**src/rtl/jtc_pkg.sv**
```systemverilog
// Shared types and constants for the JJY time code frame encoder.
// No dependencies.
package jtc_pkg;

  localparam int unsigned FrameLen = 60;
  localparam int unsigned PosW     = 6;
  localparam int unsigned TicksW   = 7;
  localparam int unsigned CfgIdxW  = 2;

  localparam logic [PosW-1:0] LastPos = PosW'(FrameLen - 1);

  localparam logic [CfgIdxW-1:0] CfgWidthZero   = 2'd0;
  localparam logic [CfgIdxW-1:0] CfgWidthOne    = 2'd1;
  localparam logic [CfgIdxW-1:0] CfgWidthMarker = 2'd2;

  localparam logic [TicksW-1:0] RstWidthZero   = 7'd80;
  localparam logic [TicksW-1:0] RstWidthOne    = 7'd50;
  localparam logic [TicksW-1:0] RstWidthMarker = 7'd20;

  typedef enum logic [1:0] {
    KindZero = 2'd0,
    KindOne  = 2'd1,
    KindMark = 2'd2
  } kind_e;

  typedef struct packed {
    logic [5:0] minute;
    logic [4:0] hour;
    logic [8:0] day_index;
    logic [6:0] year_of_century;
    logic [2:0] weekday;
  } in_word_t;

  typedef struct packed {
    logic [1:0]        symbol_kind;
    logic [TicksW-1:0] pulse_ticks;
    logic [PosW-1:0]   second_position;
    logic              last_in_frame;
  } out_word_t;

  typedef struct packed {
    logic [TicksW-1:0] width_zero;
    logic [TicksW-1:0] width_one;
    logic [TicksW-1:0] width_marker;
  } widths_t;

  typedef kind_e [FrameLen-1:0] frame_t;

endpackage

```
**src/rtl/jtc_encoder.sv**
```systemverilog
// Clamps one time stamp and lays out the sixty symbol kinds of its frame.
// Depends on jtc_pkg.
module jtc_encoder import jtc_pkg::*; (
  input  in_word_t in_word_i,
  output frame_t   frame_o
);

  // greedy 80/40/20/10 then remainder: tens and units of a value below 100
  function automatic logic [7:0] to_bcd2(input logic [6:0] v);
    logic [6:0] rest;
    logic [3:0] tens;
    rest = v;
    tens = '0;
    for (int i = 3; i >= 0; i--) begin
      if (rest >= 7'(10 << i)) begin
        rest = rest - 7'(10 << i);
        tens[i] = 1'b1;
      end
    end
    return {tens, rest[3:0]};
  endfunction

  function automatic kind_e bit_kind(input logic b);
    return b ? KindOne : KindZero;
  endfunction

  logic [5:0] minute;
  logic [4:0] hour;
  logic [8:0] day_num;
  logic [6:0] year;
  logic [2:0] wday;
  logic       hund1;
  logic       hund0;
  logic [8:0] day_r1;
  logic [8:0] day_r2;
  logic [7:0] min_bcd;
  logic [7:0] hour_bcd;
  logic [7:0] day_bcd;
  logic [7:0] year_bcd;

  always_comb begin
    minute  = (in_word_i.minute > 6'd59) ? 6'd59 : in_word_i.minute;
    hour    = (in_word_i.hour > 5'd23) ? 5'd23 : in_word_i.hour;
    day_num = ((in_word_i.day_index > 9'd365) ? 9'd365 : in_word_i.day_index) + 9'd1;
    year    = (in_word_i.year_of_century > 7'd99) ? 7'd99 : in_word_i.year_of_century;
    wday    = (in_word_i.weekday > 3'd6) ? 3'd6 : in_word_i.weekday;

    hund1  = day_num >= 9'd200;
    day_r1 = hund1 ? day_num - 9'd200 : day_num;
    hund0  = day_r1 >= 9'd100;
    day_r2 = hund0 ? day_r1 - 9'd100 : day_r1;

    min_bcd  = to_bcd2({1'b0, minute});
    hour_bcd = to_bcd2({2'b00, hour});
    day_bcd  = to_bcd2(day_r2[6:0]);
    year_bcd = to_bcd2(year);
  end

  always_comb begin
    for (int i = 0; i < FrameLen; i++) begin
      frame_o[i] = KindZero;
    end
    frame_o[0]  = KindMark;
    frame_o[9]  = KindMark;
    frame_o[19] = KindMark;
    frame_o[29] = KindMark;
    frame_o[39] = KindMark;
    frame_o[49] = KindMark;
    frame_o[59] = KindMark;
    // minute
    for (int i = 0; i < 3; i++) frame_o[3-i] = bit_kind(min_bcd[4+i]);
    for (int i = 0; i < 4; i++) frame_o[8-i] = bit_kind(min_bcd[i]);
    // hour
    for (int i = 0; i < 2; i++) frame_o[13-i] = bit_kind(hour_bcd[4+i]);
    for (int i = 0; i < 4; i++) frame_o[18-i] = bit_kind(hour_bcd[i]);
    // day of year, plus one
    frame_o[22] = bit_kind(hund1);
    frame_o[23] = bit_kind(hund0);
    for (int i = 0; i < 4; i++) frame_o[28-i] = bit_kind(day_bcd[4+i]);
    for (int i = 0; i < 4; i++) frame_o[33-i] = bit_kind(day_bcd[i]);
    // even parity
    frame_o[36] = bit_kind(^{hour_bcd[5:4], hour_bcd[3:0]});
    frame_o[37] = bit_kind(^{min_bcd[6:4], min_bcd[3:0]});
    // year
    for (int i = 0; i < 4; i++) frame_o[44-i] = bit_kind(year_bcd[4+i]);
    for (int i = 0; i < 4; i++) frame_o[48-i] = bit_kind(year_bcd[i]);
    // weekday
    for (int i = 0; i < 3; i++) frame_o[52-i] = bit_kind(wday[i]);
  end

endmodule

```
**src/rtl/jtc_sequencer.sv**
```systemverilog
// Frame shift register, position counter and output register.
// Depends on jtc_pkg.
module jtc_sequencer import jtc_pkg::*; (
  input  logic      clk_i,
  input  logic      rst_ni,
  input  logic      load_i,
  input  frame_t    frame_i,
  output logic      ready_o,
  input  widths_t   widths_i,
  output logic      out_valid_o,
  input  logic      out_ready_i,
  output out_word_t out_word_o
);

  frame_t          frame_q;
  logic            busy_q;
  logic [PosW-1:0] pos_q;
  logic            out_valid_q;
  out_word_t       out_q;
  logic            advance;
  logic            at_last;
  logic [TicksW-1:0] ticks;

  assign advance = busy_q && (!out_valid_q || out_ready_i);
  assign at_last = pos_q == LastPos;
  assign ready_o = !busy_q || (advance && at_last);

  always_comb begin
    unique case (frame_q[0])
      KindMark: ticks = widths_i.width_marker;
      KindOne:  ticks = widths_i.width_one;
      default:  ticks = widths_i.width_zero;
    endcase
  end

  always_ff @(posedge clk_i or negedge rst_ni) begin
    if (!rst_ni) begin
      busy_q      <= 1'b0;
      pos_q       <= '0;
      out_valid_q <= 1'b0;
    end else begin
      if (load_i) begin
        busy_q <= 1'b1;
        pos_q  <= '0;
      end else if (advance) begin
        pos_q <= pos_q + PosW'(1);
        if (at_last) begin
          busy_q <= 1'b0;
        end
      end
      if (advance) begin
        out_valid_q <= 1'b1;
      end else if (out_ready_i) begin
        out_valid_q <= 1'b0;
      end
    end
  end

  always_ff @(posedge clk_i) begin
    if (load_i) begin
      frame_q <= frame_i;
    end else if (advance) begin
      for (int i = 0; i < FrameLen - 1; i++) begin
        frame_q[i] <= frame_q[i+1];
      end
    end
    if (advance) begin
      out_q.symbol_kind     <= frame_q[0];
      out_q.pulse_ticks     <= ticks;
      out_q.second_position <= pos_q;
      out_q.last_in_frame   <= at_last;
    end
  end

  assign out_valid_o = out_valid_q;
  assign out_word_o  = out_q;

endmodule

```
**src/rtl/jjy_time_code_frame_encoder.sv**
```systemverilog
// JJY time code frame encoder, top level: width registers and datapath.
// The first symbol word is registered after the time stamp is loaded.
// Throughput: one symbol word per cycle while the receiver does not stall, set by the
// frame shift register; the next time stamp is taken as the last symbol moves out.
// Reset: widths return to 80/50/20 ticks, no frame in flight, output invalid.
// Depends on jtc_pkg, jtc_encoder, jtc_sequencer.
module jjy_time_code_frame_encoder import jtc_pkg::*; (
  input  logic               clk_i,
  input  logic               rst_ni,
  input  logic               in_valid_i,
  output logic               in_ready_o,
  input  in_word_t           in_word_i,
  output logic               out_valid_o,
  input  logic               out_ready_i,
  output out_word_t          out_word_o,
  input  logic               cfg_we_i,
  input  logic [CfgIdxW-1:0] cfg_index_i,
  input  logic [TicksW-1:0]  cfg_wdata_i
);

  widths_t widths_q;
  frame_t  frame;
  logic    seq_ready;

  always_ff @(posedge clk_i or negedge rst_ni) begin
    if (!rst_ni) begin
      widths_q.width_zero   <= RstWidthZero;
      widths_q.width_one    <= RstWidthOne;
      widths_q.width_marker <= RstWidthMarker;
    end else if (cfg_we_i) begin
      unique case (cfg_index_i)
        CfgWidthZero:   widths_q.width_zero   <= cfg_wdata_i;
        CfgWidthOne:    widths_q.width_one    <= cfg_wdata_i;
        CfgWidthMarker: widths_q.width_marker <= cfg_wdata_i;
        default: ;
      endcase
    end
  end

  jtc_encoder u_encoder (
    .in_word_i (in_word_i),
    .frame_o   (frame)
  );

  jtc_sequencer u_sequencer (
    .clk_i       (clk_i),
    .rst_ni      (rst_ni),
    .load_i      (in_valid_i && seq_ready),
    .frame_i     (frame),
    .ready_o     (seq_ready),
    .widths_i    (widths_q),
    .out_valid_o (out_valid_o),
    .out_ready_i (out_ready_i),
    .out_word_o  (out_word_o)
  );

  assign in_ready_o = seq_ready;

endmodule

```
**config.mk**
```make
export PLATFORM = sky130hd
export DESIGN_NAME = jjy_time_code_frame_encoder
export DESIGN_NICKNAME = d
export VERILOG_FILES = /design/src/rtl/jtc_pkg.sv /design/src/rtl/jtc_encoder.sv /design/src/rtl/jtc_sequencer.sv /design/src/rtl/jjy_time_code_frame_encoder.sv
export SDC_FILE = /design/constraint.sdc
export NUM_CORES = 1
export LEC_CHECK = 0
export CAP_MARGIN = 20
export CORE_MARGIN = 10
export CORE_UTILIZATION = 60
export CTS_BUF_LIST = sky130_fd_sc_hd__clkbuf_4 sky130_fd_sc_hd__clkbuf_8 sky130_fd_sc_hd__clkbuf_16
export DETAILED_ROUTE_END_ITERATION = 8
export DONT_BUFFER_PORTS = 1
export GPL_TIMING_DRIVEN = 0
export PLACE_DENSITY = 0.72
export SLEW_MARGIN = 0
export SYNTH_ARGS = -nofsm -noshare
export SYNTH_HDL_FRONTEND = slang
export SYNTH_SLANG_ARGS = --single-unit
```
**constraint.sdc**
```tcl
create_clock -name clk_i -period 9.1 [get_ports clk_i]
set_input_delay 0.91 -clock clk_i [delete_from_list [all_inputs] [get_ports clk_i]]
set_output_delay 0.91 -clock clk_i [all_outputs]
set_load 0.05 [all_outputs]
```
==> results.py, run 1 <==
metrics = {
    "timing": {
        "max_clk_rate_mhz": 130,
        "slew_viol_final": 0,
        "setup_tns_ps": 0,
        "maxSlewHeadroom_pct": 34.4,
        "final-hold-violation-count": 0,
        "min_period_ps": 7670,
        "number_of_setup_violations_in_the_final_report": 0,
        "rsz0062_at_grt": "no",
        "worst_clock_skew_ps": 11.7,
        "max_slew.worst_pin.slew_ps": 984,
        "post-route-period-util_pct": 84.3,
        "post-route-worst-setup-slack_ps": 1430,
    },
    "logic_synthesis": {
        "netlist-cell-type-count": 69,
        "synth_top_cell_by_area": "edfxtp_1",
        "synth_top_cell_area_share_pct": 31.7,
        "synth.ff_latch_count": 157,
        "edff_count_synth": 88,
        "ys_async_sr_fraction_pct": 18.5,
        "synthAdderAreaFrac_pct": 3.61,
        "synthesis.area_um2": 8320,
        "synth_area_leaders": "edfxtp_1 (32%), dfxtp_1 (9.6%), nand2_1 (6.6%)",
        "post_synth.cell_area_avg_um2": 9.66,
        "synth_xor_area_share_pct": 2.74,
        "synth-seq-area-share_pct": 50.2,
        "yosysWarningCount": 0,
        "synth-simple-area-share_pct": 20.0,
        "main_synth_ff_type": "edfxtp_1",
        "post_synth_mux_area_share_pct": 4.42,
        "synth_fp_nets": 930,
        "synth_compound_area_share_pct": 15.4,
        "synth_cells": 862,
        "synth_top_family_by_area": "simple AND/OR/NAND/NOR gates",
    },
    "power": {
        "design_power_total_mw": 2.07,
        "powerDensity_nw_per_um2": 225,
        "power.ir.vdd_worst_v": 0.000148,
        "leakagePower_nw": 3.67,
    },
    "clocking": {
        "cts_tree": "built",
        "clk_buf_depth": 2,
        "cts-root-buf": "clkbuf_16",
        "cts-htree-levels": 4,
        "cts_hold_buf": 0,
        "postCtsSetupBuffers": 0,
        "worstSkewPairLatency_ps": 430,
        "cts_sinks": 157,
        "post_cts_resized": 0,
        "tritoncts.num_buffers": 17,
        "clock_transition_at_the_registers_of_the_reported_paths_ps": 60,
    },
    "global_routing": {
        "vias_in_the_first_global_route": 6374,
        "grt_max_degree": 73,
        "grt_antenna_before_repair": 0,
        "overflow": 0,
        "grt_usage_pct": 20.8,
        "grt_pass1_wl_um": 31700,
    },
    "setup_path": {
        "timing.critical_path.to": "u_sequencer.frame_q[62]",
        "critPathKind": "in2reg",
        "critPathMostFrequentCell": "ha_1",
        "critical_path_required_ps": 9270,
        "arrival_ps": 7850,
        "startpoint_type": "primary input",
        "regToRegStartpoint": "u_sequencer.out_valid_o",
        "critPathCaptureType": "flip-flop",
        "r2r_setup_slack_ps": 5190,
        "crit_start": "in_word_i[12]",
        "critical_path_peak_fanout": 10,
        "timing.critical_path.slowest_cell_delay_ps": 590,
        "regToRegEndpoint": "u_sequencer.frame_q[50]",
        "crit_path_top_delay_cell": "a211oi_1",
        "worstRegToRegCells": 7,
    },
    "placement": {
        "place_ws_ps": 1060,
        "place.gp.congestion": 0.894,
        "port_buffers": 0,
        "hpwl_um": 13700,
    },
    "routing": {
        "ant_nets": 0,
        "first_pass_iters": 5,
        "dr.first_iter.drc_count": 640,
        "totalWireLength_um": 19500,
        "drt-vias-per-instance": 6.14,
        "remaining_drc_errors": 0,
        "vias": 6580,
        "wire_per_inst_um": 18.2,
    },
    "hold_path": {
        "min-delay-path-class": "in2async",
    },
    "layout": {
        "flow.area_growth_from_synthesis_pct": 10.3,
        "drive_gt1_share_pct": 9.49,
        "layout_commonest_cell": "nand2_1",
        "final_util_pct": 68.5,
        "insertedDiodeCount": 0,
        "final_cell_mix": "nand2_1 (146), edfxtp_1 (88), a21oi_1 (66), o21ai_0 (51), nand3_1 (46)",
        "nNetsFinal": 951,
    },
    "die": {
        "ioPinCount": 62,
        "fp.dieArea_um2": 19000,
        "coreArea_um2": 13400,
        "initial_core_util_pct": 62.1,
        "die_height_um": 138,
        "core.rowCount": 42,
        "chipWidth_um": 138,
    },
    "flow_run": {
        "cap_viol_max_count": 0,
    },
    "status": {
        "status": "finished clean",
    },
}
[stage by stage]
step | std cells | hold slack, ps | area, µm²
after floorplan | 862 | 432 | 8320
after global placement | 1038 | 437 | 8540
after detailed placement | 1040 | 445 | 8570
after CTS | 1072 | 160 | 9180
after global routing | 1072 | 155 | 9180
final | 1072 | 175 | 9180
[cell usage after synthesis (4+ instances only)]
cell and n:
ha_1 24, o31ai_1 6, nand4_1 6, o22ai_1 4, nor3b_1 4, a22oi_1 10, nor2_1 36, nand2b_1 9
a21oi_1 66, dfrtp_1 22, and2_1 6, xnor2_1 22, mux2i_1 12, edfxtp_1 88, a211oi_1 8, nand2_1 147
nand3_1 46, a211o_1 6, dfxtp_1 40, or2_2 7, dfstp_2 7, o21ai_0 51, clkbuf_1 36, or4_1 4
and3_1 43, a31oi_1 8, inv_1 21, nor3_1 16, or3_1 4, buf_1 7, buf_2 6, xor2_1 4
o211ai_1 4, nand3b_1 5, a21o_1 7, mux2_2 22
[worst max-delay path, delay by kind of cell]
kind                     cells  cell delay (ps)
AO/OA/AOI/OAI               12             2960
buffers and inverters        3              530
adder cells (fa/ha/maj)      4              990
AND/OR/NAND/NOR             11             2110
multiplexers                 1              350
[sequential cells by signal (all words and copies together), names as in the netlist]
register / cells
u_sequencer.out_word_o: 16
u_sequencer.busy_q: 1
u_sequencer.out_valid_o: 1
u_sequencer.pos_q: 6
widths_q: 21
u_sequencer.frame_q: 112
[worst min-delay path by stage]
stage | cells past startpoint | startpoint | slack, ps | end
6_report | 0 | rst_ni | 170 | u_sequencer.out_valid_o
5_1_grt | 0 | rst_ni | 160 | u_sequencer.out_valid_o
4_1_cts | 0 | rst_ni | 160 | u_sequencer.out_valid_o
3_5_place_dp | 2 | u_sequencer.frame_q[79] | 450 | u_sequencer.frame_q[77]
3_3_place_gp | 2 | u_sequencer.frame_q[42] | 440 | u_sequencer.frame_q[40]
2_1_floorplan | 2 | u_sequencer.frame_q[107] | 430 | u_sequencer.frame_q[107]
[area by class of cell]
type                       instances  area, µm²
timing repair buffer               2       22.5
fill                            1025       4220
buffer                            52        219
tap                              176        220
sequential                       157       4180
clock inverter                    13        163
clock buffer                      19        440
inverter                          21       78.8
multi-input combinational        632       3850
[power by group]
| group | leakage, nW | total [mW] | internal (mW) | switching (mW) |
|---|---|---|---|---|
| sequential | 1.56 | 0.945 | 0.851 | 0.0933 |
| clock | 0.295 | 0.730 | 0.440 | 0.290 |
| combinational | 1.81 | 0.393 | 0.160 | 0.233 |
| total | 3.67 | 2.07 | 1.45 | 0.617 |
[metal layers]
metal  GRT usage, %  vias up  wire [µm]
met1           26.7     3204       8640
li1               -     3192          -
met4           4.35        0        133
met3           4.99       16        996
met2           34.9      168       9760
met5              0        -          0
[kinds of logic after synthesis]
kind of cell	after synthesis
mux	34
fa+ha+maj	24
simple gates	345
compound gates	203
flops	157
buf+inv	73
xor+xnor	26
Power figures use the tool's default switching activity.
==> inputs of run 2 (changes only) <==
--- a/config.mk
+++ b/config.mk
@@ -5,6 +5,7 @@
 export SDC_FILE = /design/constraint.sdc
 export NUM_CORES = 1
 export LEC_CHECK = 0
+export ABC_AREA = 1
 export CAP_MARGIN = 20
 export CORE_MARGIN = 10
 export CORE_UTILIZATION = 60
==> constraint.sdc (replaced) <==
create_clock -name clk_i -period 7.6 [get_ports clk_i]
set_input_delay 0.76 -clock clk_i [delete_from_list [all_inputs] [get_ports clk_i]]
set_output_delay 0.76 -clock clk_i [all_outputs]
set_load 0.05 [all_outputs]
==> results.py, run 2 <==
metrics = {
    "power": {
        "power.ir.vdd_worst_v": 0.000297,
        "combinationalPowerShare_pct": 27.7,
        "switching_power_mw": 1.09,
        "seq_power_share_pct": 44.8,
        "clock_power_share_pct": 27.5,
        "design_power_total_mw": 3.08,
        "powerDensity_nw_per_um2": 346,
        "switching_share_pct": 35.4,
        "leakagePower_nw": 4.05,
        "cellInternalPower_mw": 1.99,
    },
    "logic_synthesis": {
        "synth-seq-area-share_pct": 51.8,
        "netlist-cell-type-count": 50,
        "cell_types_with_the_highest_counts_after_synthesis": "nand2_1 (204), inv_1 (121), edfxtp_1 (88)",
        "synth.ff_latch_count": 157,
        "post_synth.cell_area_avg_um2": 8.79,
        "synth_area_leaders": "edfxtp_1 (33%), dfxtp_1 (9.9%), nand2_1 (9.5%)",
        "ys_async_sr_fraction_pct": 18.5,
        "synth_top_cell_by_area": "edfxtp_1",
        "main_synth_ff_type": "edfxtp_1",
        "synthesis.area_um2": 8060,
        "most_instantiated_library_cell_after_synthesis": "nand2_1",
        "edff_count_synth": 88,
        "yosysWarningCount": 0,
        "synth_fp_nets": 985,
        "synth_top_cell_area_share_pct": 32.8,
        "synth_cells": 917,
    },
    "setup_path": {
        "critPathKind": "in2reg",
        "timing.critical_path.slowest_cell_delay_ps": 330,
        "r2r_setup_slack_ps": 3880,
        "critPathMostFrequentCell": "nand2_1",
        "critical_path_peak_fanout": 6,
        "critPathCaptureType": "flip-flop",
        "crit_path_top_delay_cell": "or2_2",
        "arrival_ps": 5590,
        "worstRegToRegCells": 9,
        "startpoint_type": "primary input",
        "critical_path_required_ps": 7780,
        "regToRegStartpoint": "u_sequencer.out_valid_o",
        "regToRegEndpoint": "u_sequencer.frame_q[6]",
    },
    "layout": {
        "largest_reg_flops": 112,
        "drive_gt1_share_pct": 10.8,
        "regArea_um2": 4180,
        "top_register": "u_sequencer.frame_q",
        "finish.instance_area_um2": 8910,
        "final_util_pct": 67.6,
        "final_cell_mix": "nand2_1 (204), inv_1 (121), edfxtp_1 (88), nor2_1 (79), o21ai_0 (75)",
        "insertedDiodeCount": 0,
        "filler_instances": 1003,
        "layout_commonest_cell": "nand2_1",
        "multi_input_comb_area_um2": 3290,
        "nNetsFinal": 1006,
        "flow.area_growth_from_synthesis_pct": 10.6,
    },
    "clocking": {
        "cts-htree-levels": 4,
        "cts_sinks": 157,
        "postCtsSetupBuffers": 0,
        "cts-root-buf": "clkbuf_16",
        "worstSkewPairLatency_ps": 420,
        "clock_transition_at_the_registers_of_the_reported_paths_ps": 60,
        "clk_buf_depth": 2,
        "tritoncts.num_buffers": 17,
        "cts_hold_buf": 0,
        "cts_tree": "built",
        "post_cts_resized": 0,
    },
    "status": {
        "status": "finished clean",
    },
    "placement": {
        "placed_area_um2": 8320,
        "place.gp.congestion": 0.873,
        "hpwl_um": 12400,
        "port_buffers": 0,
    },
    "die": {
        "core.rowCount": 42,
        "initial_core_util_pct": 61.1,
        "ioPinCount": 62,
        "coreArea_um2": 13200,
        "fp.dieArea_um2": 18500,
        "die_height_um": 136,
        "chipWidth_um": 136,
    },
    "timing": {
        "final-hold-violation-count": 0,
        "number_of_setup_violations_in_the_final_report": 0,
        "rsz0062_at_grt": "no",
        "min_period_ps": 5420,
        "max_clk_rate_mhz": 185,
        "slew_viol_final": 0,
        "worst_clock_skew_ps": 9.39,
        "final.hold.worst_slack_ps": 36.3,
        "post-route-period-util_pct": 71.3,
        "max_slew.worst_pin.slew_ps": 680,
        "maxSlewHeadroom_pct": 54.5,
        "setup_tns_ps": 0,
    },
    "routing": {
        "dr.first_iter.drc_count": 536,
        "first_pass_iters": 7,
        "remaining_drc_errors": 0,
        "vias": 6346,
        "drt-vias-per-instance": 5.63,
        "totalWireLength_um": 17700,
        "ant_nets": 0,
        "wire_per_inst_um": 15.7,
    },
    "global_routing": {
        "groute.layer.met1.usage_pct": 23.2,
        "grt_most_used_layer": "met2",
        "gr-usage-met2_pct": 34.6,
        "vias_in_the_first_global_route": 6272,
        "grt_max_degree": 44,
        "grt_antenna_before_repair": 0,
        "grt_pass1_wl_um": 29700,
        "grt_use_met3_pct": 4.13,
        "overflow": 0,
        "grt_usage_pct": 19.6,
    },
    "hold_path": {
        "min-delay-path-class": "in2async",
    },
    "flow_run": {
        "cap_viol_max_count": 0,
    },
}
==> run 2: power groups by stage <==
| stage | logic (mW) | clock network, mW | registers [mW] |
|---|---|---|---|
| 2_1_floorplan | 0.663 | 0 | 1.37 |
| 3_3_place_gp | 0.788 | 0 | 1.39 |
| 3_5_place_dp | 0.842 | 0 | 1.39 |
| 4_1_cts | 0.850 | 0.850 | 1.38 |
| 5_1_grt | 0.974 | 0.889 | 1.40 |
| 6_report | 0.856 | 0.848 | 1.38 |
==> run 2: per-layer routing <==
layer / vias up / wire length (µm)
met5: - / 0
met4: 0 / 299
met3: 32 / 813
met2: 177 / 9150
met1: 3050 / 7400
li1: 3087 / -
==> run 2: final cells by class <==
cell class	instances	area share (%)
buffer	27	1.35
clock buffer	25	5.66
clock inverter	7	0.997
inverter	128	5.39
multi-input combinational	605	36.9
sequential	157	46.9
tap	176	2.47
timing repair buffer	2	0.393
==> run 2: how the worst max path moves through the flow <==
stage                             start  slack [ps]                      end
after floorplan           in_word_i[11]        2450  u_sequencer.frame_q[64]
after global placement    in_word_i[16]        1980  u_sequencer.frame_q[64]
after detailed placement  in_word_i[16]        1800  u_sequencer.frame_q[64]
after CTS                 in_word_i[16]        2220  u_sequencer.frame_q[64]
after global routing      in_word_i[11]        1650  u_sequencer.frame_q[62]
final                     in_word_i[16]        2180  u_sequencer.frame_q[64]
==> run 2: through the flow <==
stage | setup slack [ps] | cells
6_report | 2180 | 1127
5_1_grt | 1650 | 1127
4_1_cts | 2220 | 1127
3_5_place_dp | 1800 | 1095
3_3_place_gp | 1980 | 1093
2_1_floorplan | 2450 | 917
==> run 2: logic make-up after synthesis <==
family	share of synthesized area (%)
AND/OR/NAND/NOR	22.5
adder cells (fa/ha/maj)	3.72
XOR/XNOR	2.81
buffers and inverters	7.40
AO/OA/AOI/OAI	11.8
flip-flops	51.8
==> run 2: critical path, delay by kind of cell <==
kind            cells  cell delay [ps]
buf+inv             4              310
compound gates      2              330
simple gates       33             3280
fa+ha+maj           4              920
